**config.mk**
```make
export PLATFORM = sky130hd
export DESIGN_NAME = sensor_frame_sync_parser_top
export DESIGN_NICKNAME = d
export VERILOG_FILES = /design/src/rtl/sfsp_pkg.sv /design/src/rtl/sensor_frame_sync_parser_top.sv
export SDC_FILE = /design/constraint.sdc
export NUM_CORES = 1
export LEC_CHECK = 0
export BUFFER_PORTS_ARGS = -buffer_cell sky130_fd_sc_hd__buf_2
export CAP_MARGIN = 5
export CELL_PAD_IN_SITES_DETAIL_PLACEMENT = 1
export CELL_PAD_IN_SITES_GLOBAL_PLACEMENT = 2
export CORE_ASPECT_RATIO = 1.5
export CORE_UTILIZATION = 37
export DETAILED_ROUTE_END_ITERATION = 10
export PLACE_DENSITY = 0.85
export SLEW_MARGIN = 25
export SYNTH_ARGS = -nofsm -noshare
export SYNTH_HDL_FRONTEND = slang
export SYNTH_SLANG_ARGS = --single-unit
```
**constraint.sdc**
```tcl
create_clock -name clk -period 6.5 [get_ports clk]
set_input_delay 0.325 -clock clk [delete_from_list [all_inputs] [get_ports clk]]
set_output_delay 0.325 -clock clk [all_outputs]
set_load 0.05 [all_outputs]
```
**src/rtl/sfsp_pkg.sv**
```systemverilog
// Shared constants for the sensor frame sync parser.
`timescale 1ns / 1ps

package sfsp_pkg;

  localparam logic [7:0]  HDR_FIRST   = 8'h42;
  localparam logic [7:0]  HDR_SECOND  = 8'h4D;
  localparam logic [15:0] SUM_BIAS    = 16'h0406;
  localparam logic [15:0] SUM_SEED    = SUM_BIAS + 16'(HDR_FIRST) + 16'(HDR_SECOND);

  localparam int          POS_W       = 4;
  localparam logic [3:0]  POS_HUNT    = 4'd0;
  localparam logic [3:0]  POS_HDR2    = 4'd1;
  localparam logic [3:0]  POS_FIRST   = 4'd2;
  localparam logic [3:0]  POS_WORD_LO = 4'd2;
  localparam logic [3:0]  POS_WORD_HI = 4'd11;
  localparam logic [3:0]  POS_SUM_END = 4'd13;
  localparam logic [3:0]  POS_RX_HI   = 4'd14;
  localparam logic [3:0]  POS_LAST    = 4'd15;

  localparam int          OUT_BITS    = 113;
  localparam int          OUT_TDATA_W = 120;

endpackage

```
**src/rtl/sensor_frame_sync_parser_top.sv**
```systemverilog
// Top level: frame sync, byte capture and checksum for a 16-byte sensor frame.
`timescale 1ns / 1ps

// Takes one received byte per cycle on the input stream and hunts for the header 0x42 0x4D; a
// repeated 0x42 after the first keeps the hunt one byte in. Once in frame, payload bytes go into
// position registers and a running 16-bit sum; each byte takes a position update, a store and
// one add into the sum. The byte that completes the frame loads one result word into the
// output register, and the parser returns to hunting. A new byte is taken every cycle, also while
// a result waits, except that the closing byte of the next frame waits until the output register
// is free. A result is emitted whether or not the checksum matches; checksum_ok tells which.
module sensor_frame_sync_parser_top (
  input  logic         clk,
  input  logic         rst_n,
  input  logic         in_tvalid,
  output logic         in_tready,
  input  logic [7:0]   in_tdata,   // [7:0] rx_byte
  output logic         out_tvalid,
  input  logic         out_tready,
  output logic [119:0] out_tdata   // [15:0] co2_ppm, [31:16] temp_raw, [47:32] humidity_raw,
                                   // [63:48] calib_days, [79:64] status_word,
                                   // [95:80] sum_received, [111:96] sum_computed,
                                   // [112] checksum_ok, [119:113] zero
);

  logic [sfsp_pkg::POS_W-1:0] pos_r, pos_nxt;
  logic [15:0]                sum_r, sum_nxt;
  logic [7:0]                 byte_r [sfsp_pkg::POS_WORD_LO:sfsp_pkg::POS_WORD_HI];
  logic [7:0]                 rx_hi_r;
  logic                       out_valid_r, out_valid_nxt;
  logic [sfsp_pkg::OUT_BITS-1:0] out_data_r;
  logic                       in_acc;
  logic                       frame_done;
  logic [15:0]                rx_sum;

  assign in_tready  = !out_valid_r || (pos_r != sfsp_pkg::POS_LAST);
  assign in_acc     = in_tvalid && in_tready;
  assign frame_done = in_acc && (pos_r == sfsp_pkg::POS_LAST);
  assign rx_sum     = {rx_hi_r, in_tdata};

  always_comb begin
    pos_nxt = pos_r;
    sum_nxt = sum_r;
    if (in_acc) begin
      case (pos_r)
        sfsp_pkg::POS_HUNT: begin
          if (in_tdata == sfsp_pkg::HDR_FIRST) pos_nxt = sfsp_pkg::POS_HDR2;
        end
        sfsp_pkg::POS_HDR2: begin
          if (in_tdata == sfsp_pkg::HDR_SECOND) begin
            pos_nxt = sfsp_pkg::POS_FIRST;
            sum_nxt = sfsp_pkg::SUM_SEED;
          end else if (in_tdata == sfsp_pkg::HDR_FIRST) begin
            pos_nxt = sfsp_pkg::POS_HDR2;
          end else begin
            pos_nxt = sfsp_pkg::POS_HUNT;
          end
        end
        sfsp_pkg::POS_LAST: begin
          pos_nxt = sfsp_pkg::POS_HUNT;
        end
        default: begin
          pos_nxt = pos_r + 4'd1;
          if (pos_r <= sfsp_pkg::POS_SUM_END) sum_nxt = sum_r + 16'(in_tdata);
        end
      endcase
    end
  end

  always_comb begin
    out_valid_nxt = out_valid_r;
    if (frame_done) begin
      out_valid_nxt = 1'b1;
    end else if (out_tready) begin
      out_valid_nxt = 1'b0;
    end
  end

  always_ff @(posedge clk) begin
    if (!rst_n) begin
      pos_r       <= sfsp_pkg::POS_HUNT;
      out_valid_r <= 1'b0;
    end else begin
      pos_r       <= pos_nxt;
      out_valid_r <= out_valid_nxt;
    end
  end

  always_ff @(posedge clk) begin
    sum_r <= sum_nxt;
    if (in_acc && pos_r >= sfsp_pkg::POS_WORD_LO && pos_r <= sfsp_pkg::POS_WORD_HI) begin
      byte_r[pos_r] <= in_tdata;
    end
    if (in_acc && pos_r == sfsp_pkg::POS_RX_HI) begin
      rx_hi_r <= in_tdata;
    end
    if (frame_done) begin
      out_data_r <= {(rx_sum == sum_r), sum_r, rx_sum,
                     byte_r[10], byte_r[11], byte_r[8], byte_r[9],
                     byte_r[6], byte_r[7], byte_r[4], byte_r[5],
                     byte_r[2], byte_r[3]};
    end
  end

  assign out_tvalid = out_valid_r;
  assign out_tdata  = {(sfsp_pkg::OUT_TDATA_W - sfsp_pkg::OUT_BITS)'(0), out_data_r};

  a_result_from_last_byte: assert property (@(posedge clk) disable iff (!rst_n)
    $rose(out_tvalid) |-> $past(in_tvalid && in_tready && pos_r == sfsp_pkg::POS_LAST))
    else $error("result appeared without a closing frame byte");

  a_no_overwrite: assert property (@(posedge clk) disable iff (!rst_n)
    !(frame_done && out_valid_r && !out_tready))
    else $error("closing byte accepted while result register was full");

  a_flag_matches: assert property (@(posedge clk) disable iff (!rst_n)
    out_tvalid |-> (out_tdata[112] == (out_tdata[95:80] == out_tdata[111:96])))
    else $error("checksum flag disagrees with checksum words");

  a_hunt_after_frame: assert property (@(posedge clk) disable iff (!rst_n)
    frame_done |=> pos_r == sfsp_pkg::POS_HUNT)
    else $error("parser did not return to hunting after a frame");

endmodule
```
### After elaboration in Yosys (flattened, before gate mapping)

Memories as Yosys holds them, arrays and structs flattened. A register that Yosys moved wholly into a read port is not among the register bits.
Index checks and enable logic that the tools add are counted.

* magnitude comparators: 3
* add/sub/neg operators: 2
* mux-type cells: 11
* equality and inequality tests: 9
* bitwise operators: 1
* reduce and logical (&&, ||, !) cells: 13

Operators with widths (count)
* 2-to-1 mux 16 bit: 2
* case mux 16 bit (2 select lines): 1
* adder 16 x 8 -> 16 bit: 1
* == test 16 bit: 1
* == test 8 x 7 -> 1 bit (second input constant): 2
* case mux 4 bit (3 select lines): 1
* == test 4 bit (second input constant): 2
* <= comparator 4 bit (second input constant): 2
* logical AND 1 bit: 5
* 2-to-1 mux 1 bit: 5
* adder 4 x 1 -> 4 bit (second input constant): 1
* == test 4 x 1 -> 1 bit (second input constant): 1
* >= comparator 4 x 2 -> 1 bit (second input constant): 1
* zero test 4 bit: 1
* 2-to-1 mux 4 bit: 1
* != test 2 bit (second input constant): 2
* != test 4 bit (second input constant): 1
* AND reduction 4 bit: 1
* nonzero test 2 bit: 2
* 2-to-1 mux 2 bit: 1
* AND reduction 2 bit: 1
* OR reduction 2 bit: 1
* zero test 1 bit: 1
* logical OR 1 bit: 1
* NOT 1 bit: 1

* logic and storage cells: 45
* input port bits: 12
* register bits after elaboration: 142
* output and inout port bits: 122
* memories: 1
* memory bits (writable): 80

Memory list
* byte_r: words 10, bits a word 8, rd ports 10, clocked after Yosys merged registers in 10, wr ports 1, RTL line sensor_frame_sync_parser_top.sv:27 `logic [7:0] byte_r [sfsp_pkg::POS_WORD_LO:sfsp_pkg::POS_WORD_HI];`

### Longest topological paths before layout

Gate-level depths: netlist of run 1.

* depth in word-level cells: 7
* mapped depth: 7

### Worst setup path before layout of run 1

No wires, ideal clock.

* path type: register to register
* from: register pos_r[0] (netlist bit)
* to: register out_data_r[100] (netlist bit) (enable)
* path slack: -81 ps
* arrival time: 5993 ps
* period minus slack after synthesis: 6581 ps
* stages on the path, launching flop included: 5
* path buffers: 0
* data required time: 5912 ps
* cell sequence: dfxtp_1 > ha_1 > nand4_1 > nand3_1 > nor2_1

* longest elaborated chain between the ends: 4
* elaborated cells on any way between the ends: 5
* those cells by class: 2 x eq/ne; 3 x reduce/logical

Ends and longest elaborated chain
* start: declaration: RTL line sensor_frame_sync_parser_top.sv:25 `logic [sfsp_pkg::POS_W-1:0] pos_r, pos_nxt;`
* start signal: assignment: RTL line sensor_frame_sync_parser_top.sv:80 `pos_r <= sfsp_pkg::POS_HUNT;`
* start signal: assignment: RTL line sensor_frame_sync_parser_top.sv:83 `pos_r <= pos_nxt;`
* != test 4 bit: RTL line sensor_frame_sync_parser_top.sv:35 `assign in_tready = !out_valid_r || (pos_r != sfsp_pkg::POS_LAST);`
* logical OR 1 bit: RTL line sensor_frame_sync_parser_top.sv:35
* named net in_tready: RTL line sensor_frame_sync_parser_top.sv:15 `output logic in_tready,`
* logical AND 1 bit: RTL line sensor_frame_sync_parser_top.sv:36 `assign in_acc = in_tvalid && in_tready;`
* logical AND 1 bit: RTL line sensor_frame_sync_parser_top.sv:37 `assign frame_done = in_acc && (pos_r == sfsp_pkg::POS_LAST);`
* named net frame_done: RTL line sensor_frame_sync_parser_top.sv:32 `logic frame_done;`
* end signal: assignment: RTL line sensor_frame_sync_parser_top.sv:97 `out_data_r <= {(rx_sum == sum_r), sum_r, rx_sum,`
* end: declaration: RTL line sensor_frame_sync_parser_top.sv:30 `logic [sfsp_pkg::OUT_BITS-1:0] out_data_r;`

The timed path passes the listed nets, and every way through them passes these cells.
A chain may end at the register's enable or synchronous reset.

### Worst setup path after layout of run 1

* from: register pos_r[0] (netlist bit)
* to: register out_data_r[87] (netlist bit) (enable)

* longest elaborated chain between the ends: 4
* elaborated cells on any way between the ends: 5
* those cells by class: 2 x eq/ne; 3 x reduce/logical

Ends and longest elaborated chain (RTL line)
* != test 4 bit: sensor_frame_sync_parser_top.sv:35
* logical OR 1 bit: sensor_frame_sync_parser_top.sv:35
* logical AND 1 bit: sensor_frame_sync_parser_top.sv:36
* logical AND 1 bit *: sensor_frame_sync_parser_top.sv:37
* named net frame_done: sensor_frame_sync_parser_top.sv:32

Mark *: on every way through the listed nets, which the timed path passes. The rest lies on a longest branch.

==> insert_results.sql, run 1 <==
INSERT INTO impl_metrics (metric_group, metric, value, unit) VALUES
('timing', 'final.period_utilization', '0.430', ''),
('worst_setup_path', 'arrival', '2900', 'ps'),
('global_route', 'grt_pass1_vias', '4087', ''),
('cts', 'insertion_delay', '480', 'ps'),
('outcome', 'status', 'complete, no violations', ''),
('floorplanning', 'die_h', '180', 'um'),
('place', 'placed_cell_area', '8790', 'um^2'),
('yosys', 'netlist.area_leader.share', '0.835', ''),
('finish', 'final_standard_cell_utilization_of_the_core', '0.463', ''),
('global_route', 'grt_total_ovfl', '0', ''),
('yosys', 'netlist_area', '7810', 'um^2'),
('cts', 'postCtsSetupBuffers', '0', ''),
('yosys', 'post-synth-top-count-cell', 'sky130_fd_sc_hd__edfxtp_1', ''),
('cts', 'cts.path.max_buffers', '3', ''),
('floorplanning', 'floorplan.rows', '64', ''),
('place', 'placed_cells', '778', ''),
('route', 'avgViaCountPerCell', '4.83', ''),
('yosys', 'netlist_top_cells_area', 'sky130_fd_sc_hd__edfxtp_1 83%, sky130_fd_sc_hd__ha_1 2.1%, sky130_fd_sc_hd__xnor2_1 1.3%', ''),
('timing', 'tns', '0', 'ps'),
('worst_setup_path', 'timing.rr.end', 'out_data_r[87]', ''),
('yosys', 'seq_area_frac_synth', '0.848', ''),
('cts', 'holdBufCountCts', '0', ''),
('timing', 'final_hold_viol_count', '0', ''),
('timing', 'final-setup-viol-count', '0', ''),
('route', 'number_of_remaining_drc_errors', '0', ''),
('worst_setup_path', 'timing.critical_path.from', 'pos_r[0]', ''),
('yosys', 'post_synth_most_frequent_cells', '217 x sky130_fd_sc_hd__edfxtp_1, 19 x sky130_fd_sc_hd__nor2_1, 13 x sky130_fd_sc_hd__ha_1', ''),
('worst_setup_path', 'crit_path_max_fanout', '70', ''),
('floorplanning', 'die_x', '121', 'um'),
('cts', 'worst_setup_hold_path_clk_slew', '70', 'ps'),
('timing', 'slew_viols_final', '0', ''),
('yosys', 'yosys_warnings', '0', ''),
('pwr', 'power.density', '307', 'nW/um^2'),
('worst_setup_path', 'worst-r2r-cell-count', '5', ''),
('place', 'pre_cts_ws', '3700', 'ps'),
('timing', 'postLayoutSetupSlackWorst', '3710', 'ps'),
('route', 'num_vias', '3931', ''),
('cts', 'cts_tree', 'yes', ''),
('timing', 'timing.clock.skew', '8.65', 'ps'),
('route', 'detail_route.wirelength', '16.6', 'mm'),
('timing', 'unrepaired_setup_endpoints_after_global_routing', 'false', ''),
('worst_setup_path', 'timing_worst_setup_path_type', 'reg -> reg', ''),
('yosys', 'ffs_latches_synth', '222', ''),
('finish', 'post_route_cells_drive_above_1_share', '0.318', ''),
('worst_setup_path', 'critical_path.endpoint', 'out_data_r[87]', ''),
('floorplanning', 'floorplan.io_pins', '134', ''),
('finish', 'multi_input_area', '1140', 'um^2'),
('timing', 'period_needed', '2790', 'ps'),
('cts', 'postCtsResizedCells', '0', ''),
('place', 'gp_congestion', '0.831', ''),
('timing', 'worstMarginPinSlew', '933', 'ps'),
('worst_setup_path', 'endpoint_kind', 'flop', ''),
('global_route', 'antenna_found_initial', '1', ''),
('floorplanning', 'core_area', '20500', 'um^2'),
('finish', 'finalInstanceArea', '9480', 'um^2'),
('timing', 'slew_headroom', '0.378', ''),
('route', 'ant_nets', '0', ''),
('pwr', 'leakage', '0.00331', 'uW'),
('yosys', 'postSynthCellCount', '387', ''),
('pwr', 'power.ir.vdd_worst', '144', 'uV'),
('global_route', 'global_route.usage.total', '0.154', ''),
('worst_setup_path', 'cp.required', '6600', 'ps'),
('yosys', 'synth_ff_type', 'sky130_fd_sc_hd__edfxtp_1', ''),
('finish', 'synthToLayoutAreaGrowth', '21.5', '%'),
('worst_setup_path', 'start_kind', 'flop', ''),
('cts', 'cts-buffers-inserted', '20', ''),
('finish', 'stdcell_count', '814', ''),
('place', 'port_buffers', '126', ''),
('yosys', 'synth_largest_area_cell', 'sky130_fd_sc_hd__edfxtp_1', ''),
('floorplanning', 'fp.dieArea', '21700', 'um^2'),
('yosys', 'avgSynthCellArea', '20.2', 'um^2');
[final cells by class]
type | instances | area share
flip-flops and latches | 222 | 0.698
clock buffers | 23 | 0.0562
well taps | 264 | 0.0348
repair buffers | 131 | 0.0726
inverters | 4 | 0.00158
clock inverters | 13 | 0.0164
multi-input cells | 157 | 0.121
[sequential cells by signal, summed over array words and instances, names as in the netlist]
name	flops
byte_r	80
pos_r	4
sum_r	16
rx_hi_r	8
out_tdata	80
out_tvalid	1
out_data_r	33
[critical path, stage by stage (launching register included)]
cell and delay (ps):
sky130_fd_sc_hd__dfxtp_1 370, sky130_fd_sc_hd__ha_1 300, sky130_fd_sc_hd__nand4_1 170, sky130_fd_sc_hd__nand3_1 190
sky130_fd_sc_hd__nor2_4 510, sky130_fd_sc_hd__buf_4 820
[worst min path at each step]
stage | start | end | slack, ps | cells after the start
floorplan | byte_r[3][0] | out_tdata[0] | 400 | 0
global placement | byte_r[2][0] | out_tdata[8] | 400 | 0
detailed placement | byte_r[9][3] | out_tdata[51] | 410 | 0
CTS | rst_n | out_tvalid | 120 | 2
global route | rst_n | out_tvalid | 140 | 2
finish | rst_n | out_tvalid | 150 | 2
[per-stage QoR]
stage / hold WS [ps] / total power (uW)
4_1_cts: 124 / 2940
5_1_grt: 141 / 3000
3_3_place_gp: 401 / 1730
3_5_place_dp: 406 / 1730
6_report: 146 / 2910
2_1_floorplan: 400 / 1690
[layer usage]
metal | wire (um) | track usage | vias up
met2 | 9490 | 0.301 | 101
met4 | 373 | 0.0504 | 2
met3 | 585 | 0.0203 | 26
met5 | 13 | 0 | -
li1 | - | - | 1800
met1 | 6110 | 0.166 | 2002
[power breakdown]
| group | internal [uW] | switching [uW] | leakage (uW) |
|---|---|---|---|
| Sequential | 1570 | 8.49 | 0.00199 |
| Combinational | 37.3 | 82.9 | 0.000995 |
| Clock | 714 | 498 | 0.000324 |
| Total | 2320 | 589 | 0.00331 |
[cells in the final DEF, fill, tap and decap left out, drive strengths merged, types with 6 or more instances in the layout]
cell type	instances
buf	131
o21ai	8
a21oi	6
conb	7
xnor2	12
nor2	19
ha	13
clkbuf	23
and2	8
nand2	13
edfxtp	217
nand3	8
a211oi	6
[cells by family after synthesis]
kind of cell	synth area share
DFF	0.848
and+or+nand+nor	0.0582
AOI/OAI and AO/OA	0.0422
xor gates and xnor gates	0.0180
buffers and inverters	0.0103
adders and majority gates	0.0234
other	0.000480
No activity file was read; power rests on OpenSTA's default activity.
==> run 2, diff against run 1 <==
==> constraint.sdc (replaced) <==
create_clock -name clk -period 2.55 [get_ports clk]
set_input_delay 0.1275 -clock clk [delete_from_list [all_inputs] [get_ports clk]]
set_output_delay 0.1275 -clock clk [all_outputs]
set_load 0.05 [all_outputs]
==> run 2 against run 1 <==
Effect of this change: combinational power grew to 2.6 times the previous value; worst hold slack lost 110 ps; sequential cell count is the same; critical endpoint is now out_tvalid; highest routed layer is now met4; core utilization grew 0.59 points; largest cell class unchanged; sequential share of layout area shrank 0.86 points; global-route usage shrank 0.21 points; worst setup slack lost 3600 ps; final cell count grew 1.5%.
==> insert_results.sql, run 2 (same netlist as run 1, synthesis figures left out) <==
INSERT INTO impl_metrics (metric_group, metric, value, unit) VALUES
('cts', 'cts_tree', 'yes', ''),
('timing', 'timing.clock.skew', '5.76', 'ps'),
('cts', 'cts-buffers-inserted', '20', ''),
('timing', 'final-setup-viol-count', '0', ''),
('timing', 'slew_headroom', '0.475', ''),
('cts', 'cts.path.max_buffers', '3', ''),
('global_route', 'grt_pass1_vias', '4151', ''),
('worst_setup_path', 'cp.required', '2970', 'ps'),
('pwr', 'power.density', '770', 'nW/um^2'),
('timing', 'slew_viols_final', '0', ''),
('timing', 'final.period_utilization', '0.942', ''),
('global_route', 'grt_total_ovfl', '0', ''),
('finish', 'finalNetCount', '574', ''),
('global_route', 'grt_start_max_net_pins', '44', ''),
('cts', 'clock_sink_total', '222', ''),
('finish', 'most_frequent_standard_cell_in_the_layout_excluding_fill_and_tap_cells', 'sky130_fd_sc_hd__edfxtp_1', ''),
('global_route', 'antenna_found_initial', '0', ''),
('floorplanning', 'floorplan.rows', '64', ''),
('worst_setup_path', 'crit_path_max_fanout', '43', ''),
('worst_setup_path', 'slowest_stage', 'sky130_fd_sc_hd__dlygate4sd3_1', ''),
('route', 'avgViaCountPerCell', '4.81', ''),
('route', 'avgRoutedWirePerCell', '19.8', 'um'),
('pwr', 'leakage', '0.00338', 'uW'),
('timing', 'period_needed', '2400', 'ps'),
('worst_setup_path', 'arrival', '2820', 'ps'),
('route', 'drtIter0Drc', '233', ''),
('cts', 'insertion_delay', '480', 'ps'),
('worst_setup_path', 'endpoint_kind', 'flop', ''),
('floorplanning', 'die_x', '121', 'um'),
('place', 'dp.final_hpwl', '11.4', 'mm'),
('finish', 'post_route_cells_drive_above_1_share', '0.333', ''),
('timing', 'unrepaired_setup_endpoints_after_global_routing', 'false', ''),
('worst_setup_path', 'worst_path_largest_cell_delay', '530', 'ps'),
('global_route', 'wire_length_of_the_first_global_routing_pass', '24.3', 'mm'),
('worst_setup_path', 'timing_worst_setup_path_type', 'reg -> reg', ''),
('cts', 'cts_root_buffer', 'sky130_fd_sc_hd__clkbuf_16', ''),
('cts', 'postCtsResizedCells', '0', ''),
('finish', 'n_antenna_cell', '0', ''),
('worst_setup_path', 'cp_cell_sequence', 'ha_4 > nand4_1 > nand3_2 > nor2_4 > buf_12 > o21a_1 > dlygate4sd3_1', ''),
('place', 'port_buffers', '126', ''),
('timing', 'postLayoutSetupSlackWorst', '147', 'ps'),
('global_route', 'global_route.usage.total', '0.152', ''),
('route', 'number_of_remaining_drc_errors', '0', ''),
('finish', 'most-common-layout-cells', '217 x sky130_fd_sc_hd__edfxtp_1, 126 x sky130_fd_sc_hd__buf_2, 21 x sky130_fd_sc_hd__clkbuf_16, 18 x sky130_fd_sc_hd__nor2_1', ''),
('floorplanning', 'fp.dieArea', '21700', 'um^2'),
('floorplanning', 'die_h', '180', 'um'),
('finish', 'synthToLayoutAreaGrowth', '23.0', '%'),
('route', 'num_vias', '3976', ''),
('route', 'drt_pass1_iterations', '4', ''),
('worst_setup_path', 'worst-r2r-cell-count', '7', ''),
('timing', 'final_hold_viol_count', '0', ''),
('floorplanning', 'floorplan.io_pins', '134', ''),
('timing', 'fmax', '416', 'MHz'),
('finish', 'final_standard_cell_utilization_of_the_core', '0.469', ''),
('route', 'detail_route.wirelength', '16.4', 'mm'),
('worst_setup_path', 'start_kind', 'flop', ''),
('place', 'pre_cts_ws', '307', 'ps'),
('cts', 'cts-htree-levels', '1', ''),
('floorplanning', 'core_area', '20500', 'um^2'),
('place', 'gp_congestion', '0.842', ''),
('timing', 'worstMarginPinSlew', '785', 'ps'),
('worst_setup_path', 'regToRegSetupSlack', '150', 'ps'),
('worst_hold_path', 'hold_class', 'in -> reg', ''),
('timing', 'tns', '0', 'ps'),
('outcome', 'status', 'complete, no violations', ''),
('cts', 'worst_setup_hold_path_clk_slew', '60', 'ps'),
('worst_hold_path', 'worstHoldPathCells', '1', ''),
('route', 'ant_nets', '0', ''),
('flow_run', 'max_capacitance_violation_count', '0', ''),
('pwr', 'power.ir.vdd_worst', '404', 'uV'),
('floorplanning', 'start_util', '0.381', '');
## run 2: cell count changes in the layout (fill, tap and decap cells not counted), moves of 2 or more
cell / before / now
sky130_fd_sc_hd__dfxtp_2: 0 / 2
sky130_fd_sc_hd__clkinvlp_4: 4 / 1
sky130_fd_sc_hd__buf_4: 4 / 12
sky130_fd_sc_hd__clkinv_2: 2 / 4
sky130_fd_sc_hd__buf_12: 0 / 3
sky130_fd_sc_hd__dlygate4sd3_1: 0 / 2
sky130_fd_sc_hd__dfxtp_1: 5 / 3
## run 2: cell type report
| class | instances | area (um^2) |
|---|---|---|
| Inverter | 4 | 15.0 |
| Timing Repair Buffer | 143 | 801 |
| Clock inverter | 12 | 145 |
| Tap cell | 264 | 330 |
| Clock buffer | 24 | 537 |
| Fill cell | 2025 | 10900 |
| Sequential cell | 222 | 6620 |
| Multi-Input combinational cell | 157 | 1160 |
## run 2: where the power goes
group | leakage [uW] | internal [uW] | switching [uW]
registers | 0.00199 | 4010 | 22.7
clock network | 0.000334 | 1820 | 1230
logic | 0.00106 | 103 | 209
## run 2: repair_timing
item                                    CTS  global route
hold endpoints to repair                  5             0
buffers inserted                          0             0
hold buffers                              2             0
endpoints found under the setup margin    0             0
## run 2: path summary, 6_finish.rpt
check	from	to
worst max-delay path	pos_r[1]	out_tvalid
worst min-delay path	in_tdata[6]	byte_r[6][6]
worst max register to register	pos_r[1]	out_tvalid
worst min register to register	byte_r[8][5]	out_tdata[61]
## run 2: critical path, delay by kind of cell, from the launching register on
kind | cells | cell delay, ps
fa+ha+maj | 1 | 190
simple gates | 3 | 780
compound gates | 1 | 160
flops | 1 | 360
buf+inv | 2 | 850
## run 2: through the flow
step | hold WS [ps] | power [uW] | instances | area [um^2]
2_1_floorplan | 226 | 4310 | 393 | 7860
3_3_place_gp | 404 | 4410 | 788 | 8900
3_5_place_dp | 406 | 4430 | 788 | 8900
4_1_cts | 19.5 | 7460 | 826 | 9600
5_1_grt | 12.0 | 7600 | 826 | 9600
6_report | 31.1 | 7400 | 826 | 9600
## run 2: layer usage
| metal | part of all wire | wire, um | up-vias | GRT usage |
|---|---|---|---|---|
| met1 | 0.38 | 6150 | 2007 | 0.166 |
| met4 | 0.023 | 379 | 0 | 0.0504 |
| met5 | 0 | 0 | - | 0 |
| met2 | 0.56 | 9180 | 121 | 0.293 |
| li1 | - | - | 1825 | - |
| met3 | 0.041 | 667 | 23 | 0.0219 |
==> run 3, diff against run 2 <==
--- a/config.mk
+++ b/config.mk
@@ -9,10 +9,10 @@
 export CAP_MARGIN = 5
 export CELL_PAD_IN_SITES_DETAIL_PLACEMENT = 1
 export CELL_PAD_IN_SITES_GLOBAL_PLACEMENT = 2
-export CORE_ASPECT_RATIO = 1.5
-export CORE_UTILIZATION = 37
+export CORE_ASPECT_RATIO = 1.25
+export CORE_UTILIZATION = 44
 export DETAILED_ROUTE_END_ITERATION = 10
-export PLACE_DENSITY = 0.85
+export PLACE_DENSITY = 0.94
 export SLEW_MARGIN = 25
 export SYNTH_ARGS = -nofsm -noshare
 export SYNTH_HDL_FRONTEND = slang
==> constraint.sdc (replaced) <==
create_clock -name clk -period 2.81 [get_ports clk]
set_input_delay 0.1405 -clock clk [delete_from_list [all_inputs] [get_ports clk]]
set_output_delay 0.1405 -clock clk [all_outputs]
set_load 0.05 [all_outputs]
==> run 3 against run 2 <==
Effect of this change: combinational power down 9.0%; first-iteration DRC count is 39% lower; sequential power down 9.2%; largest power group unchanged.
==> insert_results.sql, run 3 (same netlist as run 1, synthesis figures left out) <==
INSERT INTO impl_metrics (metric_group, metric, value, unit) VALUES
('cts', 'cts-buffers-inserted', '20', ''),
('worst_setup_path', 'arrival', '2710', 'ps'),
('timing', 'final.period_utilization', '0.832', ''),
('route', 'avgRoutedWirePerCell', '21.9', 'um'),
('place', 'port_buffers', '126', ''),
('floorplanning', 'core_area', '17400', 'um^2'),
('timing', 'worstMarginPinSlew', '696', 'ps'),
('route', 'num_vias', '4063', ''),
('place', 'dp.final_hpwl', '11.8', 'mm'),
('cts', 'cts-htree-levels', '1', ''),
('cts', 'clock_sink_total', '222', ''),
('outcome', 'status', 'complete, no violations', ''),
('cts', 'worst_setup_hold_path_clk_slew', '70', 'ps'),
('cts', 'cts_root_buffer', 'sky130_fd_sc_hd__clkbuf_16', ''),
('floorplanning', 'fp.dieArea', '18300', 'um^2'),
('worst_setup_path', 'timing_worst_setup_path_type', 'reg -> reg', ''),
('timing', 'final-setup-viol-count', '0', ''),
('flow_run', 'max_capacitance_violation_count', '0', ''),
('finish', 'final_standard_cell_utilization_of_the_core', '0.547', ''),
('cts', 'insertion_delay', '490', 'ps'),
('place', 'placed_cells', '744', ''),
('finish', 'post_route_cells_drive_above_1_share', '0.332', ''),
('floorplanning', 'die_h', '151', 'um'),
('place', 'gp_congestion', '0.821', ''),
('global_route', 'wire_length_of_the_first_global_routing_pass', '24.9', 'mm'),
('timing', 'unrepaired_setup_endpoints_after_global_routing', 'false', ''),
('timing', 'tns', '0', 'ps'),
('global_route', 'global_route.usage.total', '0.188', ''),
('worst_setup_path', 'crit_path_max_fanout', '82', ''),
('route', 'ant_nets', '0', ''),
('worst_setup_path', 'start_kind', 'flop', ''),
('floorplanning', 'die_x', '121', 'um'),
('finish', 'n_antenna_cell', '0', ''),
('finish', 'synthToLayoutAreaGrowth', '22.1', '%'),
('worst_setup_path', 'endpoint_kind', 'flop', ''),
('route', 'detail_route.wirelength', '17.2', 'mm'),
('timing', 'fmax', '428', 'MHz'),
('finish', 'most_frequent_standard_cell_in_the_layout_excluding_fill_and_tap_cells', 'sky130_fd_sc_hd__edfxtp_1', ''),
('route', 'drtIter0Drc', '141', ''),
('timing', 'period_needed', '2340', 'ps'),
('finish', 'most-common-layout-cells', '217 x sky130_fd_sc_hd__edfxtp_1, 126 x sky130_fd_sc_hd__buf_2, 21 x sky130_fd_sc_hd__clkbuf_16, 18 x sky130_fd_sc_hd__nor2_1', ''),
('cts', 'cts.path.max_buffers', '3', ''),
('timing', 'postLayoutSetupSlackWorst', '472', 'ps'),
('global_route', 'grt_pass1_vias', '4195', ''),
('finish', 'finalNetCount', '573', ''),
('route', 'avgViaCountPerCell', '5.18', ''),
('cts', 'postCtsResizedCells', '0', ''),
('finish', 'stdcell_count', '784', ''),
('floorplanning', 'floorplan.rows', '54', ''),
('cts', 'cts_tree', 'yes', ''),
('worst_hold_path', 'hold_class', 'in -> reg', ''),
('floorplanning', 'floorplan.io_pins', '134', ''),
('timing', 'slew_headroom', '0.534', ''),
('timing', 'final_hold_viol_count', '0', ''),
('place', 'pre_cts_ws', '569', 'ps'),
('pwr', 'power.density', '708', 'nW/um^2'),
('route', 'number_of_remaining_drc_errors', '0', ''),
('finish', 'layout.filler_cells', '1656', ''),
('timing', 'timing.clock.skew', '12.3', 'ps'),
('timing', 'hold_ws', '119', 'ps'),
('pwr', 'power.ir.vdd_worst', '347', 'uV'),
('pwr', 'leakage', '0.00337', 'uW'),
('global_route', 'antenna_found_initial', '0', ''),
('global_route', 'grt_start_max_net_pins', '83', ''),
('worst_setup_path', 'cp.required', '3180', 'ps'),
('route', 'drt_pass1_iterations', '4', ''),
('timing', 'slew_viols_final', '0', ''),
('cts', 'postCtsSetupBuffers', '0', ''),
('global_route', 'grt_total_ovfl', '0', ''),
('cts', 'holdBufCountCts', '5', ''),
('floorplanning', 'start_util', '0.448', '');
[run 3: metrics by stage]
stage,instance area (um^2),total power [uW]
finish,9530,6750
CTS,9530,6810
detailed placement,8800,4010
global route,9530,6910
global placement,8800,4000
floorplan,7860,3910
[run 3: worst paths after layout]
| check | startpoint | to | slack (ps) | depth (start not counted) |
|---|---|---|---|---|
| max | pos_r[2] | out_tvalid | 470 | 6 |
| min | in_tdata[7] | out_data_r[87] | 120 | 1 |
| max reg2reg | pos_r[2] | out_tvalid | 470 | 6 |
| min reg2reg | byte_r[8][2] | out_tdata[58] | 420 | 0 |
[run 3: layout make-up]
class	instances	area, um^2	area share
Tap cell	224	280	0.0294
Sequential cell	222	6620	0.694
Inverter	4	15.0	0.00157
Timing Repair Buffer	142	776	0.0814
Clock buffer	22	539	0.0566
Clock inverter	13	148	0.0155
Multi-Input combinational cell	157	1160	0.121
[run 3: routing by layer]
| metal | vias to the layer above | track usage | part of all wire |
|---|---|---|---|
| met3 | 33 | 0.0267 | 0.049 |
| met2 | 141 | 0.373 | 0.57 |
| met1 | 2070 | 0.202 | 0.36 |
| met4 | 0 | 0.0617 | 0.023 |
| met5 | - | 0 | 0 |
| li1 | 1819 | - | - |
[run 3: where the power goes]
group | internal [uW] | total (uW) | switching (uW)
Clock | 1660 | 2810 | 1140
Combinational | 94.2 | 284 | 190
Sequential | 3640 | 3660 | 22.2
Total | 5400 | 6750 | 1350
[run 3: critical path, stage by stage, from the launching register on]
cell and delay, ps:
sky130_fd_sc_hd__dfxtp_1 650, sky130_fd_sc_hd__nand4_1 270, sky130_fd_sc_hd__nand3_2 200, sky130_fd_sc_hd__nor2_4 70, sky130_fd_sc_hd__buf_12 230, sky130_fd_sc_hd__o21a_1 230, sky130_fd_sc_hd__dlygate4sd3_1 540
